## config.mk

```make
export PLATFORM = sky130hd
export DESIGN_NAME = ir_bit_run_length_encoder_unit
export DESIGN_NICKNAME = d
export VERILOG_FILES = /design/src/sv/irle_pkg.sv /design/src/sv/irle_lane.sv /design/src/sv/irle_merge.sv /design/src/sv/irle_emit.sv /design/src/sv/ir_bit_run_length_encoder_unit.sv
export SDC_FILE = /design/constraint.sdc
export NUM_CORES = 1
export LEC_CHECK = 0
export BUFFER_PORTS_ARGS = -buffer_cell sky130_fd_sc_hd__buf_2
export CORE_ASPECT_RATIO = 0.75
export CORE_MARGIN = 2
export CORE_UTILIZATION = 62
export DETAILED_ROUTE_END_ITERATION = 8
export HOLD_SLACK_MARGIN = 0.05
export PLACE_DENSITY = 0.82
export SETUP_SLACK_MARGIN = 0.1
export SLEW_MARGIN = 20
export SYNTH_ARGS = -nofsm -noshare
export SYNTH_HDL_FRONTEND = slang
export SYNTH_SLANG_ARGS = --single-unit
```

## constraint.sdc

```tcl
create_clock -name i_clk -period 11.4 [get_ports i_clk]
set_input_delay 2.28 -clock i_clk [delete_from_list [all_inputs] [get_ports i_clk]]
set_output_delay 2.28 -clock i_clk [all_outputs]
set_load 0.01 [all_outputs]
```

## src/sv/irle_pkg.sv

```systemverilog
// Shared types and constants for the IR bit run-length encoder.
// Holds the field widths, marker codes, FSM states and the run record struct.
// No dependencies; imported by every module of the block.
package irle_pkg;

    // Result arithmetic width; the duration is truncated to this many bits.
    localparam int DURATION_BITS = 24;

    // Field and register widths.
    localparam int LEN_W      = 8;
    localparam int DATA_W     = 40;
    localparam int MARK_W     = 8;
    localparam int DUR_W      = 24;
    localparam int BIT_TIME_W = 16;
    localparam int COUNT_W    = 16;
    localparam int PROD_W     = COUNT_W + BIT_TIME_W;
    localparam int CFG_IDX_W  = 1;
    localparam int CFG_DATA_W = BIT_TIME_W;

    // Lane split: one lane per sampled byte.
    localparam int LANE_W    = 8;
    localparam int NUM_LANES = DATA_W / LANE_W;
    localparam int LEFT_W    = $clog2(DATA_W + 1);

    // Packet and marker codes.
    localparam logic [LEN_W-1:0]  PKT_LEN_OK = LEN_W'(8);
    localparam logic [MARK_W-1:0] MARK_START = MARK_W'(1);
    localparam logic [MARK_W-1:0] MARK_END   = MARK_W'(10);

    // Run constants.
    localparam logic [COUNT_W-1:0] START_SPACE_BITS = COUNT_W'(4);
    localparam logic [COUNT_W-1:0] RUN_MAX          = '1;
    localparam logic [COUNT_W-1:0] RUN_ONE          = COUNT_W'(1);

    // Register reset values.
    localparam logic [BIT_TIME_W-1:0] BIT_TIME_RESET = BIT_TIME_W'(250);

    // Mask applied to the product before it is cut to the field width.
    localparam logic [PROD_W-1:0] DUR_MASK = PROD_W'((64'd1 << DURATION_BITS) - 64'd1);

    // Configuration register indexes.
    typedef enum logic [CFG_IDX_W-1:0] {
        CFG_RX_ENABLE = 1'b0,
        CFG_BIT_TIME  = 1'b1
    } t_cfg_idx;

    // Sequencer states.
    typedef enum logic [2:0] {
        ST_IDLE,
        ST_START,
        ST_WALK,
        ST_END,
        ST_DRAIN
    } t_state;

    // One finished run handed from the sequencer to the output stage.
    typedef struct packed {
        logic               valid;
        logic               level;
        logic [COUNT_W-1:0] count;
        logic               last;
    } t_run;

endpackage

```

## src/sv/irle_lane.sv

```systemverilog
// One byte lane of the encoder: inverts the sampled bits into line levels
// and flags every bit whose level differs from the bit before it.
// Depends on irle_pkg.
module irle_lane (
    input  logic [irle_pkg::LANE_W-1:0] i_byte,
    input  logic                        i_prev_level,
    output logic [irle_pkg::LANE_W-1:0] o_level,
    output logic [irle_pkg::LANE_W-1:0] o_change
);
    import irle_pkg::*;

    // A sampled one is a space on the line, so the level is the inverse.
    assign o_level = ~i_byte;

    // The top bit compares against the last bit of the preceding lane.
    always_comb begin
        o_change[LANE_W-1] = o_level[LANE_W-1] ^ i_prev_level;
        for (int j = 0; j < LANE_W - 1; j++) begin
            o_change[j] = o_level[j] ^ o_level[j+1];
        end
    end

endmodule

```

## src/sv/irle_merge.sv

```systemverilog
// Merging sequencer: walks the lane results one bit a cycle while the output
// takes its runs, keeps the run state across packets and hands finished runs
// on through a pending slot. Depends on irle_pkg.
module irle_merge (
    input  logic                            i_clk,
    input  logic                            i_rst_n,
    input  logic                            i_in_valid,
    output logic                            o_in_stall,
    input  logic [irle_pkg::LEN_W-1:0]      i_packet_length,
    input  logic [irle_pkg::MARK_W-1:0]     i_marker_byte,
    input  logic                            i_rx_enable,
    output logic                            o_prev_level,
    input  logic [irle_pkg::DATA_W-1:0]     i_level,
    input  logic [irle_pkg::DATA_W-1:0]     i_change,
    input  logic                            i_out_free,
    output irle_pkg::t_run                  o_push
);
    import irle_pkg::*;

    t_state              r_state, n_state;
    logic [DATA_W-1:0]   r_lvl_sh, n_lvl_sh;
    logic [DATA_W-1:0]   r_chg_sh, n_chg_sh;
    logic [LEFT_W-1:0]   r_left, n_left;
    logic                r_end, n_end;
    logic [COUNT_W-1:0]  r_count, n_count;
    logic                r_level, n_level;
    logic                r_space_first, n_space_first;
    t_run                r_pend, n_pend;

    logic                accept;
    logic                start_hit;
    logic                emit_ok;
    logic                new_valid;
    logic                new_level;
    logic [COUNT_W-1:0]  new_count;
    logic                flush;
    logic                emit_needed;
    logic [COUNT_W-1:0]  count_inc;

    // Only one packet is in work at a time; a dropped packet leaves the sequencer idle.
    assign o_in_stall = (r_state != ST_IDLE);
    assign accept     = i_in_valid && (r_state == ST_IDLE);
    assign start_hit  = (i_marker_byte == MARK_START) && r_space_first;

    // A frame start forces the level to space before the first sampled bit.
    assign o_prev_level = start_hit ? 1'b0 : r_level;

    // A new run may enter unless the pending run has nowhere to go.
    assign emit_ok     = !r_pend.valid || i_out_free;
    assign emit_needed = r_chg_sh[DATA_W-1] && (r_count != '0);
    assign count_inc   = (r_count == RUN_MAX) ? r_count : r_count + RUN_ONE;

    // Next state and run bookkeeping.
    always_comb begin
        n_state       = r_state;
        n_lvl_sh      = r_lvl_sh;
        n_chg_sh      = r_chg_sh;
        n_left        = r_left;
        n_end         = r_end;
        n_count       = r_count;
        n_level       = r_level;
        n_space_first = r_space_first;
        new_valid     = 1'b0;
        new_level     = r_level;
        new_count     = r_count;
        flush         = 1'b0;

        unique case (r_state)
            ST_IDLE: begin
                if (accept && i_rx_enable && (i_packet_length == PKT_LEN_OK)) begin
                    n_lvl_sh = i_level;
                    n_chg_sh = i_change;
                    n_left   = LEFT_W'(DATA_W);
                    n_end    = (i_marker_byte == MARK_END);
                    n_state  = start_hit ? ST_START : ST_WALK;
                end
            end
            ST_START: begin
                if (emit_ok) begin
                    new_valid = 1'b1;
                    new_level = 1'b0;
                    new_count = START_SPACE_BITS;
                    n_level   = 1'b0;
                    n_count   = '0;
                    n_state   = ST_WALK;
                end
            end
            ST_WALK: begin
                if (!emit_needed || emit_ok) begin
                    new_valid = emit_needed;
                    if (r_chg_sh[DATA_W-1]) begin
                        n_level = r_lvl_sh[DATA_W-1];
                    end
                    n_count  = emit_needed ? RUN_ONE : count_inc;
                    n_lvl_sh = {r_lvl_sh[DATA_W-2:0], 1'b0};
                    n_chg_sh = {r_chg_sh[DATA_W-2:0], 1'b0};
                    n_left   = r_left - LEFT_W'(1);
                    if (r_left == LEFT_W'(1)) begin
                        n_state = ST_END;
                    end
                end
            end
            ST_END: begin
                if (!r_end) begin
                    n_state = ST_DRAIN;
                end else if (r_count == '0) begin
                    n_space_first = r_level;
                    n_state       = ST_DRAIN;
                end else if (emit_ok) begin
                    new_valid     = 1'b1;
                    n_count       = '0;
                    n_space_first = r_level;
                    n_state       = ST_DRAIN;
                end
            end
            ST_DRAIN: begin
                if (!r_pend.valid) begin
                    n_state = ST_IDLE;
                end else if (i_out_free) begin
                    flush   = 1'b1;
                    n_state = ST_IDLE;
                end
            end
            default: begin
                n_state = ST_IDLE;
            end
        endcase
    end

    // The pending slot holds back one run so that the last one can be marked.
    always_comb begin
        o_push = '0;
        n_pend = r_pend;
        if (new_valid) begin
            o_push       = r_pend;
            o_push.last  = 1'b0;
            n_pend.valid = 1'b1;
            n_pend.level = new_level;
            n_pend.count = new_count;
            n_pend.last  = 1'b0;
        end else if (flush) begin
            o_push       = r_pend;
            o_push.last  = 1'b1;
            n_pend.valid = 1'b0;
        end
    end

    // Control and run state.
    always_ff @(posedge i_clk) begin
        if (!i_rst_n) begin
            r_state       <= ST_IDLE;
            r_left        <= '0;
            r_count       <= '0;
            r_level       <= 1'b0;
            r_space_first <= 1'b1;
            r_pend        <= '0;
        end else begin
            r_state       <= n_state;
            r_left        <= n_left;
            r_count       <= n_count;
            r_level       <= n_level;
            r_space_first <= n_space_first;
            r_pend        <= n_pend;
        end
    end

    // Lane results and packet flags.
    always_ff @(posedge i_clk) begin
        r_lvl_sh <= n_lvl_sh;
        r_chg_sh <= n_chg_sh;
        r_end    <= n_end;
    end

endmodule

```

## src/sv/irle_emit.sv

```systemverilog
// Output stage: scales each run by the bit time and holds the result
// in the output register until the transfer completes.
// Depends on irle_pkg.
module irle_emit (
    input  logic                              i_clk,
    input  logic                              i_rst_n,
    input  irle_pkg::t_run                    i_push,
    input  logic [irle_pkg::BIT_TIME_W-1:0]   i_bit_time,
    input  logic                              i_out_stall,
    output logic                              o_free,
    output logic                              o_out_valid,
    output logic                              o_is_pulse,
    output logic [irle_pkg::DUR_W-1:0]        o_duration,
    output logic                              o_last_of_run
);
    import irle_pkg::*;

    logic              r_valid;
    logic              r_is_pulse;
    logic [DUR_W-1:0]  r_duration;
    logic              r_last;
    logic [PROD_W-1:0] product;

    // Run length times bit time, truncated to the duration width.
    assign product = (PROD_W'(i_push.count) * PROD_W'(i_bit_time)) & DUR_MASK;

    // The register can load when it is empty or its transfer completes now.
    assign o_free = !r_valid || !i_out_stall;

    always_ff @(posedge i_clk) begin
        if (!i_rst_n) begin
            r_valid <= 1'b0;
        end else if (i_push.valid) begin
            r_valid <= 1'b1;
        end else if (!i_out_stall) begin
            r_valid <= 1'b0;
        end
    end

    // Payload loads only on a push.
    always_ff @(posedge i_clk) begin
        if (i_push.valid) begin
            r_is_pulse <= i_push.level;
            r_duration <= product[DUR_W-1:0];
            r_last     <= i_push.last;
        end
    end

    assign o_out_valid   = r_valid;
    assign o_is_pulse    = r_is_pulse;
    assign o_duration    = r_duration;
    assign o_last_of_run = r_last;

endmodule

```

## src/sv/ir_bit_run_length_encoder_unit.sv

```systemverilog
// Each run waits in a one-run slot until the next run or the end of the packet marks it.
// A processed packet goes through accept, the start space on a frame start, 40 bit steps,
// the end flush and drain, the walk stepping one bit a cycle through the sequencer;
// the input stays stalled until the packet is through. A dropped packet does not stall it.
// Output stalls pause the walk at each run boundary.
// Reset (synchronous, active low) clears the run state, sets the start flag and
// returns reception to closed and the bit time to 250.
module ir_bit_run_length_encoder_unit (
    input  logic                               i_clk,
    input  logic                               i_rst_n,
    input  logic                               i_cfg_we,
    input  logic [irle_pkg::CFG_IDX_W-1:0]     i_cfg_index,
    input  logic [irle_pkg::CFG_DATA_W-1:0]    i_cfg_data,
    input  logic                               i_in_valid,
    output logic                               o_in_stall,
    input  logic [irle_pkg::LEN_W-1:0]         i_packet_length,
    input  logic [irle_pkg::DATA_W-1:0]        i_bit_data,
    input  logic [irle_pkg::MARK_W-1:0]        i_marker_byte,
    output logic                               o_out_valid,
    input  logic                               i_out_stall,
    output logic                               o_is_pulse,
    output logic [irle_pkg::DUR_W-1:0]         o_duration,
    output logic                               o_last_of_run
);
    import irle_pkg::*;

    logic                  r_rx_enable;
    logic [BIT_TIME_W-1:0] r_bit_time;
    logic [DATA_W-1:0]     lane_level;
    logic [DATA_W-1:0]     lane_change;
    logic                  merge_prev;
    logic                  out_free;
    t_run                  push;

    // Configuration registers.
    always_ff @(posedge i_clk) begin
        if (!i_rst_n) begin
            r_rx_enable <= 1'b0;
            r_bit_time  <= BIT_TIME_RESET;
        end else if (i_cfg_we) begin
            unique case (t_cfg_idx'(i_cfg_index))
                CFG_RX_ENABLE: r_rx_enable <= i_cfg_data[0];
                CFG_BIT_TIME:  r_bit_time  <= i_cfg_data[BIT_TIME_W-1:0];
            endcase
        end
    end

    // Byte lanes, most significant byte first; each chains to the one above.
    for (genvar g = 0; g < NUM_LANES; g++) begin : g_lane
        logic prev;
        if (g == NUM_LANES - 1) begin : g_top
            assign prev = merge_prev;
        end else begin : g_chain
            assign prev = lane_level[(g+1)*LANE_W];
        end
        irle_lane u_lane (
            .i_byte       (i_bit_data[g*LANE_W +: LANE_W]),
            .i_prev_level (prev),
            .o_level      (lane_level[g*LANE_W +: LANE_W]),
            .o_change     (lane_change[g*LANE_W +: LANE_W])
        );
    end

    // Sequencer that merges the lane results into runs.
    irle_merge u_merge (
        .i_clk           (i_clk),
        .i_rst_n         (i_rst_n),
        .i_in_valid      (i_in_valid),
        .o_in_stall      (o_in_stall),
        .i_packet_length (i_packet_length),
        .i_marker_byte   (i_marker_byte),
        .i_rx_enable     (r_rx_enable),
        .o_prev_level    (merge_prev),
        .i_level         (lane_level),
        .i_change        (lane_change),
        .i_out_free      (out_free),
        .o_push          (push)
    );

    // Duration scaling and output register.
    irle_emit u_emit (
        .i_clk         (i_clk),
        .i_rst_n       (i_rst_n),
        .i_push        (push),
        .i_bit_time    (r_bit_time),
        .i_out_stall   (i_out_stall),
        .o_free        (out_free),
        .o_out_valid   (o_out_valid),
        .o_is_pulse    (o_is_pulse),
        .o_duration    (o_duration),
        .o_last_of_run (o_last_of_run)
    );

endmodule

```

---- Word level (Yosys, flattened, before mapping) ----
Cells that the tools add are included.
W data, S select, Z words.
word-level totals
  register bits ........................... 170
  latch bits .............................. 0
  memory bits (writable) .................. 0
  bits in read-only memories .............. 0
  bits of input ports ..................... 78
  output and inout port bits .............. 28
  word-level logic and storage cells ...... 166
  memories kept ........................... 0
operators by class
  add/subtract/negate cells ............... 2
  $mul .................................... 1
  div/mod/pow operators ................... 0
  order comparisons ....................... 0
  equality and inequality tests ........... 20
  shift operators ......................... 0
  muxes and demuxes ....................... 51
  bitwise gates (word level) .............. 46
  reduce and logical (&&, ||, !) cells .... 29
operator list
  cell                     count
  $mux W40                 4
  $pmux W40 S2             2
  $mux W16                 8
  $pmux W16 S3             1
  $not A8 Y8               5
  $xor A1 B1 Y1            40
  $mux W19                 2
  $mux W3                  9
  $mul A16 B16 Y24         1
  $mux W1                  18
  $add A16 B1 Y16 const B  1
  $eq A16 B16 Y1 const B   1
  $eq A8 B4 Y1 const B     2
  $logic_not A16 Y1        1
  $reduce_bool A16 Y1      1
  $pmux W3 S5              1
  $mux W6                  2
  $ne A2 B1 Y1 const B     6
  $pmux W6 S2              1
  $reduce_and A3 Y1        3
  $eq A8 B1 Y1 const B     1
  $reduce_bool A2 Y1       4
  $eq A3 B2 Y1 const B     2
  $eq A6 B1 Y1 const B     1
  18 further kinds         32

---- Logic depth before layout (Yosys ltp) ----
  depth after elaboration ................. 9
  depth in mapped cells ................... 29
  depth with buffers taken out ............ 27

---- Cells and area by module ----
Synthesis repeated with hierarchy kept, for this count alone.
second synthesis, totals
  cell total of the unflattened synthesis .. 1689
  area, all modules ....................... 15061.9 µm²
by module, submodules not included
  module                          instances  cells an instance  area an instance (µm²)  sequential area each (µm²)
  irle_emit                       1          861                7897.6                  800.8
  irle_merge                      1          670                5935.7                  3333.2
  ir_bit_run_length_encoder_unit  1          78                 728.2                   340.3
  irle_lane                       5          16                 100.1                   0.0

---- Least setup slack after synthesis ----
OpenSTA, ideal clock, no wires.
  path kind ............................... input port to flip-flop
  start point ............................. input port i_out_stall
  end point ............................... register u_emit.r_duration[23] (netlist: u_emit.o_duration[23]) (data pin)
  setup time .............................. 0.259 ns
  arrival ................................. 8.822 ns
  required time ........................... 11.141 ns
  path slack .............................. 2.319 ns
  cell stages on the path ................. 29
  path buffers ............................ 4
  cell sequence ........................... and3_1 > buf_2 > or4_1 > buf_2 > o41ai_1 > nor2_2 > clkbuf_1 > nor2b_1 > buf_2 > nand2_1 > fa_1 > inv_1 > fa_1 > inv_1 > fa_1 > inv_1 > fa_1 > fa_1 > inv_1 > fa_1 > inv_1 > ha_1 > a21oi_1 > o21ai_0 > a22oi_1 > o311ai_0 > a311o_1 > a21oi_1 > xnor2_1
between the ends
  longest elaborated chain between the ends .. 9
  elaborated cells between the ends (all ways) .. 15
  classes of those cells .................. 1 x mul; 10 x mux; 4 x reduce/logical
ends and longest elaborated chain
  item                    line                                  source
  start, declared         ir_bit_run_length_encoder_unit.sv:20  input logic i_out_stall,
  $logic_not A1 Y1 (*)    irle_emit.sv:28                       assign o_free = !r_valid || !i_out_stall;
  $logic_or A1 B1 Y1 (*)  irle_emit.sv:28
  $logic_or A1 B1 Y1      irle_merge.sv:49                      assign emit_ok = !r_pend.valid || i_out_free;
  $mux W1                 irle_merge.sv:79, irle_merge.sv:109
  $mux W1                 irle_merge.sv:106                     end else if (r_count == '0) begin
  $mux W1                 irle_merge.sv:104                     if (!r_end) begin
  $pmux W1 S3             irle_merge.sv:68                      unique case (r_state)
  $mux W19 (*)            irle_merge.sv:134                     if (new_valid) begin
  $mul A16 B16 Y24 (*)    irle_emit.sv:25                       assign product = (PROD_W'(i_push.count) * PROD_W'(i_bit_time)) & DUR_MASK;
  net u_emit.product[23]  irle_emit.sv:22                       logic [PROD_W-1:0] product;
  end signal, assigned    irle_emit.sv:44                       r_duration <= product[DUR_W-1:0];
  end, declared           irle_emit.sv:20                       logic [DUR_W-1:0] r_duration;
Mark *: on every way through the listed nets, which the timed path passes. The rest lies on a longest branch.
A chain may end at the register's enable or synchronous reset.

---- Final worst setup path ----
Same ends and word-level chain as after synthesis.

==> flow_results.xml <==
<?xml version="1.0" encoding="UTF-8"?>
<metrics>
  <group name="run_status">
    <metric name="result_of_the_run" unit="">complete, no violations</metric>
  </group>
  <group name="clocking">
    <metric name="clkSinkCount" unit="">170</metric>
    <metric name="clk_pin_slew" unit="ps">70</metric>
    <metric name="cts_tree" unit="">built</metric>
    <metric name="cts_max_path_buffers" unit="">2</metric>
    <metric name="cts_post_setup_buffers_inserted" unit="">0</metric>
    <metric name="post_cts_resized" unit="">0</metric>
    <metric name="cts_root_buffer" unit="">sky130_fd_sc_hd__clkbuf_16</metric>
    <metric name="cts.hold.buffers_added" unit="">0</metric>
    <metric name="cts_inserted_buffers" unit="">17</metric>
    <metric name="clk-insertion-delay-late" unit="ps">430</metric>
    <metric name="ctsHtreeMaxLevel" unit="">4</metric>
  </group>
  <group name="sta">
    <metric name="worst-slew-pin-transition" unit="ps">1074</metric>
    <metric name="worst_hold_slack_across_all_endpoints" unit="ps">467.0</metric>
    <metric name="setup_ws" unit="ps">1511</metric>
    <metric name="report.final.hold_viol_count" unit="">0</metric>
    <metric name="final_min_period_over_clock_period" unit="%">86.75</metric>
    <metric name="final_period_minus_worst_setup_slack" unit="ps">9889</metric>
    <metric name="totalNegativeSetupSlack" unit="ps">0</metric>
    <metric name="grt_setup_unrepaired" unit="">false</metric>
    <metric name="max_freq" unit="GHz">0.1011</metric>
    <metric name="report.final.setup_viol" unit="">0</metric>
    <metric name="finClkSkew" unit="ps">13.10</metric>
    <metric name="slew_violations" unit="">0</metric>
    <metric name="slew-limit-headroom" unit="%">28.39</metric>
  </group>
  <group name="synthesis">
    <metric name="postSynth.asyncResetShare" unit="%">0</metric>
    <metric name="synthesis.yosys.warnings" unit="">0</metric>
    <metric name="number_of_nets_in_the_synthesized_netlist" unit="">1843</metric>
    <metric name="mean_post_synth_cell_area" unit="sq um">9.489</metric>
    <metric name="postSynthCellCount" unit="">1524</metric>
    <metric name="synth.yosys.seq_area_share" unit="%">30.94</metric>
    <metric name="synth_edf_count" unit="">107</metric>
    <metric name="yosys_register_bits" unit="">170</metric>
    <metric name="syn_area" unit="sq um">14460</metric>
    <metric name="synthDistinctLibCells" unit="">63</metric>
    <metric name="predominant_post_synthesis_flop_cell" unit="">sky130_fd_sc_hd__edfxtp_1</metric>
  </group>
  <group name="floorplanning">
    <metric name="die_w" unit="microns">180.4</metric>
    <metric name="start_util" unit="%">63.03</metric>
    <metric name="chipHeight" unit="microns">136.3</metric>
    <metric name="rows" unit="">48</metric>
    <metric name="ioPinCount" unit="">106</metric>
    <metric name="coreArea" unit="sq um">22940</metric>
    <metric name="dieArea" unit="sq um">24580</metric>
  </group>
  <group name="cells_and_area">
    <metric name="utilization" unit="%">69.10</metric>
    <metric name="layout.nets" unit="">1917</metric>
    <metric name="area_delta_synth_final" unit="%">9.630</metric>
    <metric name="finish.cell_count_without_fillers" unit="">1911</metric>
    <metric name="post_route_cells_drive_above_1_share" unit="%">10.68</metric>
    <metric name="ant_diodes" unit="">0</metric>
  </group>
  <group name="grt">
    <metric name="grt_overflow_total" unit="">0</metric>
    <metric name="grt_overall_usage" unit="%">27.70</metric>
    <metric name="antenna_found_initial" unit="">0</metric>
    <metric name="grt_first_pass_wirelength" unit="mm">54.30</metric>
    <metric name="first_global_vias" unit="">11227</metric>
    <metric name="grt_max_degree" unit="">84</metric>
  </group>
  <group name="routing">
    <metric name="first_pass_iters" unit="">7</metric>
    <metric name="initialDrtViolationCount" unit="">1003</metric>
    <metric name="route.detailed.vias_per_inst" unit="">5.659</metric>
    <metric name="final_antenna_net_count" unit="">0</metric>
    <metric name="route.detailed.drc" unit="">0</metric>
    <metric name="route.detailed.wl_per_inst" unit="microns">16.77</metric>
    <metric name="dr_total_vias" unit="">10814</metric>
    <metric name="routed_wl" unit="mm">32.04</metric>
  </group>
  <group name="setup_path">
    <metric name="timing.critical_path.fanout_max" unit="">20</metric>
    <metric name="timing.critical_path.to_type" unit="">flop</metric>
    <metric name="worst_ep_arrival_time" unit="ps">10070</metric>
    <metric name="kind_of_launch_point_of_the_worst_setup_path" unit="">primary input</metric>
    <metric name="worstSetupPathType" unit="">in -&gt; reg</metric>
    <metric name="cp_data_required_time" unit="ps">11580</metric>
  </group>
  <group name="place">
    <metric name="detailedPlacementHpwl" unit="mm">23.75</metric>
    <metric name="io_buffers" unit="">105</metric>
    <metric name="preCtsSetupSlack" unit="ps">1176</metric>
    <metric name="routabilityCongestion" unit="">0.9718</metric>
    <metric name="place_inst" unit="">1879</metric>
  </group>
  <group name="power_and_ir_drop">
    <metric name="power_density" unit="nW/um^2">106.7</metric>
    <metric name="ir_drop" unit="uV">128.5</metric>
    <metric name="static_leak" unit="nW">6.823</metric>
  </group>
  <group name="flow_run">
    <metric name="max-cap-violations" unit="">0</metric>
  </group>
  <group name="hold_path">
    <metric name="holdCritPathClass" unit="">reg -&gt; reg</metric>
  </group>
</metrics>
worst paths after layout:
check,slack (ps),end,startpoint,depth (start not counted)
max,1510,u_emit.o_duration[23],i_out_stall,28
min,470,u_merge.r_pend[7],u_merge.r_pend[7],2
max reg2reg,3060,u_emit.o_duration[23],u_merge.r_pend[18],27
min reg2reg,470,u_merge.r_pend[7],u_merge.r_pend[7],2
synthesized netlist by cell type (3+ instances only):
library cell / n / area share (%)
sky130_fd_sc_hd__a21boi_0: 29 / 1.5
sky130_fd_sc_hd__a21oi_1: 68 / 2.4
sky130_fd_sc_hd__a22oi_1: 5 / 0.26
sky130_fd_sc_hd__a41oi_1: 3 / 0.18
sky130_fd_sc_hd__and2_1: 113 / 4.9
sky130_fd_sc_hd__and3_1: 7 / 0.30
sky130_fd_sc_hd__buf_2: 13 / 0.45
sky130_fd_sc_hd__clkbuf_1: 56 / 1.5
sky130_fd_sc_hd__dfxtp_1: 63 / 8.7
sky130_fd_sc_hd__edfxtp_1: 107 / 22
sky130_fd_sc_hd__fa_1: 168 / 23
sky130_fd_sc_hd__ha_1: 73 / 6.3
sky130_fd_sc_hd__inv_1: 216 / 5.6
sky130_fd_sc_hd__nand2_1: 239 / 6.2
sky130_fd_sc_hd__nand2b_1: 3 / 0.13
sky130_fd_sc_hd__nand3_1: 31 / 1.1
sky130_fd_sc_hd__nand3b_1: 5 / 0.26
sky130_fd_sc_hd__nand4_1: 4 / 0.17
sky130_fd_sc_hd__nor2_1: 68 / 1.8
sky130_fd_sc_hd__nor2b_1: 23 / 0.99
sky130_fd_sc_hd__nor3_1: 15 / 0.52
sky130_fd_sc_hd__nor4_1: 4 / 0.17
sky130_fd_sc_hd__o21ai_0: 65 / 2.2
sky130_fd_sc_hd__o21bai_1: 3 / 0.16
sky130_fd_sc_hd__or3_1: 7 / 0.30
sky130_fd_sc_hd__or4_1: 3 / 0.16
sky130_fd_sc_hd__xnor2_1: 75 / 4.5
sky130_fd_sc_hd__xor2_1: 10 / 0.61
cells in the final DEF, fill, tap and decap left out, drive strengths merged, types with 3 or more instances in the layout:
| master | netlist | final |
|---|---|---|
| buf | 15 | 126 |
| a21boi | 30 | 30 |
| ha | 73 | 73 |
| or4 | 3 | 3 |
| o21ai | 65 | 65 |
| a31oi | 3 | 3 |
| nand4 | 4 | 4 |
| a22oi | 5 | 5 |
| clkinv | 0 | 5 |
| nor3 | 15 | 15 |
| nand2b | 3 | 3 |
| nor2b | 23 | 23 |
| o211ai | 3 | 3 |
| nor4 | 6 | 6 |
| or3 | 8 | 8 |
| xor2 | 10 | 10 |
| fa | 168 | 168 |
| o21bai | 3 | 3 |
| xnor2 | 75 | 75 |
| nand3 | 31 | 31 |
| inv | 216 | 222 |
| dfxtp | 63 | 63 |
| edfxtp | 107 | 107 |
| nand3b | 5 | 5 |
| a41oi | 4 | 4 |
| and2 | 113 | 113 |
| and3 | 7 | 7 |
| clkbuf | 56 | 19 |
| nand2 | 239 | 239 |
| nor2 | 69 | 69 |
| a21oi | 68 | 68 |
critical path, stage by stage:
cell and delay (ps):
sky130_fd_sc_hd__buf_2 100, sky130_fd_sc_hd__and3_1 430, sky130_fd_sc_hd__or4_1 570, sky130_fd_sc_hd__o41ai_2 170, sky130_fd_sc_hd__buf_4 230, sky130_fd_sc_hd__nor2_2 600
sky130_fd_sc_hd__nor2b_1 350, sky130_fd_sc_hd__buf_4 280, sky130_fd_sc_hd__and2_1 180, sky130_fd_sc_hd__fa_1 480, sky130_fd_sc_hd__inv_1 50, sky130_fd_sc_hd__fa_1 380
sky130_fd_sc_hd__fa_1 550, sky130_fd_sc_hd__inv_1 70, sky130_fd_sc_hd__fa_1 500, sky130_fd_sc_hd__fa_1 500, sky130_fd_sc_hd__inv_1 50, sky130_fd_sc_hd__fa_1 480
sky130_fd_sc_hd__inv_1 40, sky130_fd_sc_hd__ha_1 330, sky130_fd_sc_hd__a21oi_1 150, sky130_fd_sc_hd__o21ai_0 130, sky130_fd_sc_hd__a22oi_1 250, sky130_fd_sc_hd__o311ai_0 190
sky130_fd_sc_hd__buf_4 190, sky130_fd_sc_hd__a311o_1 260, sky130_fd_sc_hd__a21oi_1 170, sky130_fd_sc_hd__xnor2_1 90
where the power goes:
group	switching, mW	internal [mW]
registers	0.0456	0.769
logic	0.186	0.0926
clock network	0.269	0.330
through the flow:
step / area, sq um / total power, mW
global placement: 15270 / 1.086
floorplan: 14460 / 1.025
finish: 15850 / 1.692
global route: 15850 / 1.772
detailed placement: 15270 / 1.104
CTS: 15850 / 1.703
routing by layer:
metal / part of all wire (%) / track usage [%] / wire length (microns) / up-vias
met5: 0 / 0 / 0 / -
met4: 2.0 / 7.527 / 630 / 0
met3: 7.4 / 5.572 / 2370 / 63
met2: 48 / 46.12 / 15270 / 432
met1: 43 / 37.42 / 13770 / 5294
li1: - / - / - / 5025
cells by family after synthesis:
kind of cell             after synthesis  synth area share (%)
AND/OR/NAND/NOR                      534                 17.81
multiplexers                           2                0.1384
flip-flops                           170                 30.94
adder cells (fa/ha/maj)              241                 29.57
AO/OA/AOI/OAI                        205                 8.834
XOR/XNOR                              85                 5.148
buffers and inverters                287                 7.562
state kept, by name, indices dropped and copies added (netlist names):
| name | cells |
|---|---|
| u_emit.o_out_valid | 1 |
| u_merge.r_left | 6 |
| u_merge.r_count | 16 |
| r_bit_time | 16 |
| u_merge.r_space_first | 1 |
| u_merge.r_end | 1 |
| u_emit.o_duration | 24 |
| r_rx_enable | 1 |
| u_merge.r_state | 3 |
| u_merge.r_lvl_sh | 40 |
| u_merge.r_pend | 18 |
| u_emit.o_last_of_run | 1 |
| u_emit.o_is_pulse | 1 |
| u_merge.r_chg_sh | 40 |
| u_merge.r_level | 1 |
area by class of cell:
cell class / count / area, sq um
Clock buffer: 19 / 432.9
Fill cell: 1771 / 7088
Sequential cell: 170 / 4474
Inverter: 216 / 810.8
Clock inverter: 13 / 155.1
Timing Repair Buffer: 126 / 683.2
Multi-Input combinational cell: 1067 / 8922
Tap cell: 300 / 375.4
(Power assumes the default switching activity.)
